File: src/design/lzrc_pkg.sv
// Shared types and constants for the LZ run chunk decompressor.
// Used by the controller, the datapath and the top level; depends on nothing.
`default_nettype none
package lzrc_pkg;

    localparam int WINDOW_DEPTH = 4096;
    localparam int WIN_AW       = $clog2(WINDOW_DEPTH);
    localparam int POS_W        = 17;
    localparam int REP_W        = 17;
    localparam int CMD_W        = 16;
    localparam int LEN_W        = 5;
    localparam int FILL_W       = WIN_AW + 1;

    localparam logic [7:0]       RAW_CHUNK_FLAG = 8'h80;
    localparam logic [LEN_W-1:0] MIN_MATCH      = LEN_W'(3);
    localparam logic [REP_W-1:0] RUN_BIAS       = REP_W'(16);

    // One cycle's worth of datapath commands from the controller.
    typedef struct packed {
        logic take_in;
        logic clr_bits;
        logic cmd_hi;
        logic cmd_lo;
        logic hold_code;
        logic run_hi;
        logic run_lo;
        logic token_done;
        logic emit_lit;
        logic emit_bad;
        logic copy_start;
        logic copy_rd;
        logic copy_wr;
        logic run_emit;
        logic fill_step;
        logic clear_chunk;
    } t_cmd;

    typedef struct packed {
        logic is_pass;
        logic bits_empty;
        logic cmd_msb;
        logic off_zero;
        logic off_bad;
        logic copy_last;
        logic fill_last;
        logic out_free;
        logic item_last;
    } t_status;

endpackage
`default_nettype wire

File: src/design/lzrc_ctrl.sv
// Controller: sequencer state and chunk parse phase, drives datapath commands.
// Depends on lzrc_pkg for the command and status structs.
`default_nettype none
module lzrc_ctrl (
    input  wire logic             i_clk,
    input  wire logic             i_rst_n,
    input  wire logic             i_in_valid,
    output logic                  o_in_stall,
    input  wire lzrc_pkg::t_status i_sts,
    output lzrc_pkg::t_cmd        o_cmd
);
    import lzrc_pkg::*;

    localparam logic [2:0] S_IDLE    = 3'd0;
    localparam logic [2:0] S_DECODE  = 3'd1;
    localparam logic [2:0] S_COPY_RD = 3'd2;
    localparam logic [2:0] S_COPY_WR = 3'd3;
    localparam logic [2:0] S_FILL    = 3'd4;

    localparam logic [2:0] PH_FLAG     = 3'd0;
    localparam logic [2:0] PH_TOKEN    = 3'd1;
    localparam logic [2:0] PH_CMD_LO   = 3'd2;
    localparam logic [2:0] PH_CODE_LO  = 3'd3;
    localparam logic [2:0] PH_RUN_HI   = 3'd4;
    localparam logic [2:0] PH_RUN_LO   = 3'd5;
    localparam logic [2:0] PH_RUN_BYTE = 3'd6;
    localparam logic [2:0] PH_PASS     = 3'd7;

    logic [2:0] r_state, n_state;
    logic [2:0] r_phase, n_phase;
    logic       w_done;
    t_cmd       w_cmd;

    always_comb begin
        w_cmd   = '0;
        n_state = r_state;
        n_phase = r_phase;
        w_done  = 1'b0;
        unique case (r_state)
            S_IDLE: begin
                if (i_in_valid) begin
                    w_cmd.take_in = 1'b1;
                    n_state       = S_DECODE;
                end
            end
            S_DECODE: begin
                unique case (r_phase)
                    PH_FLAG: begin
                        if (i_sts.is_pass) begin
                            n_phase = PH_PASS;
                        end else begin
                            w_cmd.clr_bits = 1'b1;
                            n_phase        = PH_TOKEN;
                        end
                        w_done = 1'b1;
                    end
                    PH_PASS: begin
                        if (i_sts.out_free) begin
                            w_cmd.emit_lit = 1'b1;
                            w_done         = 1'b1;
                        end
                    end
                    PH_TOKEN: begin
                        if (i_sts.bits_empty) begin
                            w_cmd.cmd_hi = 1'b1;
                            n_phase      = PH_CMD_LO;
                            w_done       = 1'b1;
                        end else if (i_sts.cmd_msb) begin
                            w_cmd.hold_code = 1'b1;
                            n_phase         = PH_CODE_LO;
                            w_done          = 1'b1;
                        end else if (i_sts.out_free) begin
                            w_cmd.emit_lit   = 1'b1;
                            w_cmd.token_done = 1'b1;
                            w_done           = 1'b1;
                        end
                    end
                    PH_CMD_LO: begin
                        w_cmd.cmd_lo = 1'b1;
                        n_phase      = PH_TOKEN;
                        w_done       = 1'b1;
                    end
                    PH_CODE_LO: begin
                        if (i_sts.off_zero) begin
                            n_phase = PH_RUN_HI;
                            w_done  = 1'b1;
                        end else if (i_sts.off_bad) begin
                            if (i_sts.out_free) begin
                                w_cmd.emit_bad   = 1'b1;
                                w_cmd.token_done = 1'b1;
                                n_phase          = PH_TOKEN;
                                w_done           = 1'b1;
                            end
                        end else begin
                            w_cmd.copy_start = 1'b1;
                            w_cmd.token_done = 1'b1;
                            n_phase          = PH_TOKEN;
                            n_state          = S_COPY_RD;
                        end
                    end
                    PH_RUN_HI: begin
                        w_cmd.run_hi = 1'b1;
                        n_phase      = PH_RUN_LO;
                        w_done       = 1'b1;
                    end
                    PH_RUN_LO: begin
                        w_cmd.run_lo = 1'b1;
                        n_phase      = PH_RUN_BYTE;
                        w_done       = 1'b1;
                    end
                    PH_RUN_BYTE: begin
                        if (i_sts.out_free) begin
                            w_cmd.run_emit   = 1'b1;
                            w_cmd.token_done = 1'b1;
                            n_phase          = PH_TOKEN;
                            n_state          = S_FILL;
                        end
                    end
                    default: begin
                        n_phase = PH_FLAG;
                        w_done  = 1'b1;
                    end
                endcase
            end
            S_COPY_RD: begin
                w_cmd.copy_rd = 1'b1;
                n_state       = S_COPY_WR;
            end
            S_COPY_WR: begin
                if (i_sts.out_free) begin
                    w_cmd.copy_wr = 1'b1;
                    if (i_sts.copy_last) begin
                        w_done = 1'b1;
                    end else begin
                        n_state = S_COPY_RD;
                    end
                end
            end
            S_FILL: begin
                w_cmd.fill_step = 1'b1;
                if (i_sts.fill_last) begin
                    w_done = 1'b1;
                end
            end
            default: begin
                n_state = S_IDLE;
            end
        endcase

        // The chunk state is dropped only once the final byte's work is complete.
        if (w_done) begin
            n_state = S_IDLE;
            if (i_sts.item_last) begin
                w_cmd.clear_chunk = 1'b1;
                n_phase           = PH_FLAG;
            end
        end
    end

    always_ff @(posedge i_clk) begin
        if (!i_rst_n) begin
            r_state <= S_IDLE;
            r_phase <= PH_FLAG;
        end else begin
            r_state <= n_state;
            r_phase <= n_phase;
        end
    end

    assign o_in_stall = (r_state != S_IDLE);
    assign o_cmd      = w_cmd;

endmodule
`default_nettype wire

File: config.mk
export PLATFORM = sky130hd
export DESIGN_NAME = lzrc_ctrl
export DESIGN_NICKNAME = d
export VERILOG_FILES = /design/src/design/lzrc_pkg.sv /design/src/design/lzrc_ctrl.sv
export SDC_FILE = /design/constraint.sdc
export NUM_CORES = 1
export LEC_CHECK = 0
export ABC_AREA = 1
export BUFFER_PORTS_ARGS = -buffer_cell sky130_fd_sc_hd__buf_2
export CELL_PAD_IN_SITES_DETAIL_PLACEMENT = 0
export CELL_PAD_IN_SITES_GLOBAL_PLACEMENT = 2
export CORE_UTILIZATION = 24
export DETAILED_ROUTE_END_ITERATION = 12
export GPL_TIMING_DRIVEN = 0
export PLACE_DENSITY = 0.83
export SLEW_MARGIN = 20
export SYNTH_ARGS = -nofsm -noshare
export SYNTH_HDL_FRONTEND = slang
export SYNTH_SLANG_ARGS = --single-unit
File: constraint.sdc
create_clock -name i_clk -period 2.7 [get_ports i_clk]
set_input_delay 0.405 -clock i_clk [delete_from_list [all_inputs] [get_ports i_clk]]
set_output_delay 0.405 -clock i_clk [all_outputs]
set_load 0.01 [all_outputs]
==> reports/metrics.yaml, run 1 <==
global_routing:
  grt_pass1_vias: 792
  grt_pass1_wl_um: 3390
  antenna_found_initial: 0
  grt_use_total_pct: 12.8
  grt_overflow: 0
  grt_max_degree: 11
clocking:
  cts.path.max_buffers: 2
  cts_resized: 0
  cts_root_buf: "clkbuf_4"
  clock_latency_ns: 0.24
  cts_buffers: 3
  tritoncts: "built"
  postCtsSetupBuffers: 0
  cts_sinks: 6
  cts_max_level: 1
  ctsHoldBuffers: 0
  clk_pin_slew_worst_paths_ns: 0.05
detailed_routing:
  drc_errors: 3
  routed_via_density: 4.63
  routed-via-count: 935
  wire_per_inst_um: 10.2
  routed_wl_um: 2070
  firstDrtPassIters: 8
  antenna_left: 0
  drt_iter0_drc: 20
logic_synthesis:
  synth_fp_nets: 152
  ys_types: 21
  avgSynthCellArea_um2: 5.35
  yosysWarnings: 0
  synth_cells: 140
  synth_seq_cells: 6
  syn_area_um2: 749
  yosysSeqAreaShare_pct: 16.0
critical_path:
  worst_path_max_delay_cell: "dfxtp_1"
  critPathKind: "flop to output port"
  cp_common_cell: "nand2_1"
  setup.worst_path.end_class: "output port"
  cp_data_arrival_time_ns: 1.61
  critPathLaunchType: "flop"
  worst-path-max-fanout: 6
  cp.required_ns: 2.30
  critPathMaxStageDelay_ns: 0.47
  cp_cell_sequence: "nand2_2, nor2_2, nand2_1, nand2_1, o21bai_4, a21oi_4, buf_2"
layout:
  layout.nets: 185
  fin_area_um2: 951
  num_antenna_cells: 0
  area_growth_pct: 26.9
  drive_gt1_share_pct: 29.2
  fin_util_pct: 33.3
power_and_ir_drop:
  p_sw_w: 0.000358
  p_sw_share_pct: 51.8
  p_comb_share_pct: 66.3
  powerDensity_mw_per_mm2: 726
  p_int_w: 0.000332
  peakVddDrop_mv: 0.352
  p_clk_share_pct: 11.9
  p_seq_share_pct: 21.8
  leakage_nw: 0.527
  power_w: 0.000690
status:
  violations: "DRC"
  status: "finished, violations left"
die:
  rows: 19
  die_w_um: 57.9
  die-area_mm2: 0.00335
  core_mm2: 0.00285
  io-pin-count: 29
  start_util_pct: 26.3
  die_y_um: 57.9
sta:
  finalSetupViolCount: 0
  rsz0062_at_grt: "no"
  worst_slack_ns: 0.682
  min_period_over_period_pct: 74.7
  relSlewSlack_pct: 72.9
  final-hold-violation-count: 0
  setup_tns_ns: 0
  skew_ns: 0.00572
  period_minus_slack_ns: 2.02
  tightestPinTransition_ns: 0.406
  slew_violations: 0
  fmax_mhz: 496
job:
  cap_violations: 0
placed_design:
  pre_cts_slack_ns: 0.867
  place_congestion: 0.866
  hpwl_um: 1690
  port_buffers: 28
  dpl_cell_area_um2: 928
min_path:
  hold_class: "input pin to flop"
kinds of logic (layout without fill, tap and decap cells):
group | Yosys count | after routing | synth area share [%]
and+or+nand+nor | 98 | 98 | 57.9
AOI/OAI and AO/OA | 11 | 11 | 11.2
buffers and inverters | 25 | 56 | 14.9
DFF | 6 | 6 | 16.0
routing by layer:
layer	vias up	GRT usage, %	routed length, µm
met3	2	1.12	65
met2	13	19.4	942
li1	502	-	-
met1	418	18.1	1050
met4	0	6.12	12
met5	-	0	0
worst max-delay path, delay by kind of cell (launching register included):
family	cells	cell delay (ns)
flops	1	0.47
simple gates	4	0.51
buf+inv	1	0.15
compound gates	2	0.24
registers in the layout (all words and copies together) (netlist names):
signal,count
r_phase,3
r_state,3
worst paths after layout:
check,startpoint,end,slack (ns),cells past startpoint
worst max-delay path,r_phase[0]$_SDFF_PN0_,o_cmd[0],0.68,7
worst min-delay path,i_rst_n,r_phase[2]$_SDFF_PN0_,0.43,3
worst max register to register,r_phase[0]$_SDFF_PN0_,r_phase[1]$_SDFF_PN0_,1.31,7
worst min register to register,r_state[0]$_SDFFE_PP0P_,r_state[0]$_SDFFE_PP0P_,0.57,2
Yosys cell counts (all sizes together):
| cell | n | share of area (%) |
|---|---|---|
| a31oi | 1 | 0.84 |
| nor4 | 3 | 2.5 |
| o211ai | 1 | 1.0 |
| nand4 | 3 | 2.5 |
| nor2 | 27 | 15 |
| nand2 | 50 | 26 |
| nor3 | 4 | 3.3 |
| a21oi | 5 | 4.8 |
| inv | 21 | 11 |
| o21bai | 1 | 2.5 |
| o21ai | 3 | 2.0 |
| buf | 4 | 4.3 |
| dfxtp | 6 | 16 |
| nand3 | 11 | 8.7 |
cell type report:
class                      instances  area [µm²]
timing repair buffer              28         140
inverter                          21        78.8
tap                               31        38.8
multi-input combinational        109         518
clock buffer                       3        22.5
sequential                         6         120
buffer                             4        32.5
fill                             345        1900
power by group through the flow:
stage	Sequential (W)	Combinational [W]	Clock (W)
floorplan	0.000144	0.000348	0
global placement	0.000152	0.000464	0
detailed placement	0.000152	0.000460	0
CTS	0.000151	0.000461	0.0000874
global route	0.000157	0.000517	0.0000899
finish	0.000150	0.000458	0.0000822
cell usage in the layout, fill, tap and decap left out:
cell type / instances
a21oi_4: 1
a31oi_1: 1
dfxtp_1: 6
nor4_1: 3
nor2_1: 23
o211ai_1: 1
nor3_2: 1
nand3_1: 9
inv_1: 18
o21ai_0: 3
inv_2: 3
nand3_2: 2
nor2_2: 4
nand4_1: 3
buf_6: 2
nand2_2: 3
o21bai_4: 1
nand2_1: 47
clkbuf_4: 3
buf_2: 30
a21oi_1: 4
nor3_1: 3
through the flow:
step           instances  hold WS [ns]
2_1_floorplan        140         0.509
3_3_place_gp         199         0.555
3_5_place_dp         199         0.565
4_1_cts              202         0.420
5_1_grt              202         0.430
6_report             202         0.428
Note: power is estimated with default switching activity, not from simulation.
==> inputs of run 2 (changes only) <==
--- a/config.mk
+++ b/config.mk
@@ -9,10 +9,10 @@
 export BUFFER_PORTS_ARGS = -buffer_cell sky130_fd_sc_hd__buf_2
 export CELL_PAD_IN_SITES_DETAIL_PLACEMENT = 0
 export CELL_PAD_IN_SITES_GLOBAL_PLACEMENT = 2
-export CORE_UTILIZATION = 24
+export CORE_UTILIZATION = 20
 export DETAILED_ROUTE_END_ITERATION = 12
 export GPL_TIMING_DRIVEN = 0
-export PLACE_DENSITY = 0.83
+export PLACE_DENSITY = 0.74
 export SLEW_MARGIN = 20
 export SYNTH_ARGS = -nofsm -noshare
 export SYNTH_HDL_FRONTEND = slang
==> constraint.sdc (replaced) <==
create_clock -name i_clk -period 1.8 [get_ports i_clk]
set_input_delay 0.27 -clock i_clk [delete_from_list [all_inputs] [get_ports i_clk]]
set_output_delay 0.27 -clock i_clk [all_outputs]
set_load 0.01 [all_outputs]
==> reports/metrics.yaml, run 2 (same netlist as run 1, synthesis figures left out) <==
global_routing:
  grt_overflow: 0  # unchanged
  grt_use_total_pct: 11.4  # was 12.8%
  antenna_found_initial: 0  # unchanged
  grt_max_degree: 11  # unchanged
  grt_pass1_vias: 847  # was 792
  grt_pass1_wl_um: 3640  # was 3390 µm
sta:
  worst_slack_ns: 0.0757  # was 0.682 ns
  hold_slack_ns: 0.318  # was 0.428 ns
  period_minus_slack_ns: 1.72
  skew_ns: 0.00116  # was 0.00572 ns
  final-hold-violation-count: 0  # unchanged
  fmax_mhz: 580
  relSlewSlack_pct: 84.2  # was 72.9%
  slew_violations: 0  # unchanged
  tightestPinTransition_ns: 0.237  # was 0.406 ns
  finalSetupViolCount: 0  # unchanged
  min_period_over_period_pct: 95.8
detailed_routing:
  wire_per_inst_um: 10.3  # was 10.2 µm
  antenna_left: 0  # unchanged
  routed_via_density: 4.33  # was 4.63
  drt_iter0_drc: 26  # was 20
  firstDrtPassIters: 4  # was 8
  drc_errors: 0  # was 3
  routed-via-count: 953  # was 935
  routed_wl_um: 2260  # was 2070 µm
job:
  cap_violations: 0  # unchanged
clocking:
  clk_pin_slew_worst_paths_ns: 0.03  # was 0.05 ns
  clock_latency_ns: 0.22  # was 0.24 ns
  cts_max_level: 1  # unchanged
  cts_root_buf: "clkbuf_8"  # was clkbuf_4
  cts_buffers: 3  # unchanged
  cts.path.max_buffers: 2  # unchanged
  cts_sinks: 6  # unchanged
  tritoncts: "built"  # unchanged
power_and_ir_drop:
  power_w: 0.00121  # was 0.000690 W
  powerDensity_mw_per_mm2: 1150  # was 726 mW/mm²
  peakVddDrop_mv: 0.413  # was 0.352 mV
  leakage_nw: 0.557  # was 0.527 nW
critical_path:
  reg2reg_slack_ns: 0.40  # was 1.31 ns
  worst-path-max-fanout: 5  # was 6
  r2r_cells: 10  # was 7
  critPathLaunchType: "flop"  # unchanged
  setup.worst_path.end_class: "output port"  # unchanged
  cp.required_ns: 1.53  # was 2.30 ns
  cp_data_arrival_time_ns: 1.45  # was 1.61 ns
  critPathKind: "flop to output port"  # unchanged
placed_design:
  pre_cts_slack_ns: 0.142  # was 0.867 ns
  hpwl_um: 1780  # was 1690 µm
  port_buffers: 28  # unchanged
  place_congestion: 0.821  # was 0.866
  dp_cells: 214  # was 199
layout:
  largestRegisters: "r_phase x3, r_state x3"  # unchanged
  layout.nets: 188  # was 185
  layout.cells.non_filler: 220  # was 202
  area_growth_pct: 41.1  # was 26.9%
  drive_gt1_share_pct: 35.1  # was 29.2%
  mostFrequentLayoutCell: "nand2_1"  # unchanged
  fin_util_pct: 30.5  # was 33.3%
  final_cell_mix: "45 x nand2_1, 29 x buf_2, 20 x nor2_1"  # was 47 x nand2_1, 30 x buf_2, 23 x nor2_1
  num_antenna_cells: 0  # unchanged
die:
  io-pin-count: 29  # unchanged
  core_mm2: 0.00347  # was 0.00285 mm²
  die_w_um: 63.2  # was 57.9 µm
  die-area_mm2: 0.00400  # was 0.00335 mm²
  rows: 21  # was 19
  die_y_um: 63.2  # was 57.9 µm
  start_util_pct: 21.6  # was 26.3%
min_path:
  worstHoldPathCells: 3  # unchanged
  hold_class: "input pin to flop"  # unchanged
status:
  status: "finished clean"  # was finished, violations left
-- run 2: cell count changes in the layout (fill, tap and decap cells not counted), sizes merged --
cell | before | now
buf | 32 | 35
-- run 2: report_power, final --
part	total, W	internal (W)	switching [W]
combinational	0.000777	0.000313	0.000464
sequential	0.000242	0.000177	0.0000656
clock	0.000195	0.000143	0.0000523
total	0.00121	0.000633	0.000582
-- run 2: layout make-up --
cell class / count / area, µm²
Multi-Input combinational cell: 109 / 551
Fill cell: 421 / 2410
Inverter: 21 / 78.8
Buffer: 4 / 38.8
Tap cell: 46 / 57.6
Timing Repair Buffer: 31 / 166
Sequential cell: 6 / 124
Clock buffer: 3 / 41.3
-- run 2: stage by stage --
step | setup TNS, ns | cell area (µm²)
2_1_floorplan | 0 | 749
3_3_place_gp | 0 | 947
3_5_place_dp | 0 | 947
4_1_cts | 0 | 1000
5_1_grt | -0.0184 | 1060
6_report | 0 | 1060
-- run 2: worst paths after layout --
| kind | start | end |
|---|---|---|
| worst max-delay path | r_phase[1]$_SDFF_PN0_ | o_cmd[0] |
| worst min-delay path | i_rst_n | r_phase[1]$_SDFF_PN0_ |
| worst max register to register | r_phase[1]$_SDFF_PN0_ | r_phase[2]$_SDFF_PN0_ |
| worst min register to register | r_state[0]$_SDFFE_PP0P_ | r_state[0]$_SDFFE_PP0P_ |
-- run 2: timing repair --
item	4_1_cts	5_1_grt
setup buffers	0	2
pin swaps	0	3
gates resized for setup	4	12
gates cloned	0	1
hold buffers	0	0
setup endpoints to repair	2	9
-- run 2: worst max-delay path, stage by stage (launching register included) --
cell and delay, ns:
dfxtp_2 0.32, buf_6 0.13, inv_2 0.07, nand2_4 0.05, nor2_4 0.15, nand2_1 0.09
nand2_2 0.08, o21bai_4 0.08, a21oi_4 0.16, buf_6 0.12
-- run 2: routing by layer --
metal  wire length [µm]  vias to the layer above  part of all wire [%]  global-route usage, %
met5                  0                        -                     0                      0
met4                 17                        0                  0.75                   5.97
met3                 95                        2                   4.2                   1.09
met2                986                       23                    44                   17.5
met1               1160                      420                    51                   15.7
li1                   -                      508                     -                      -
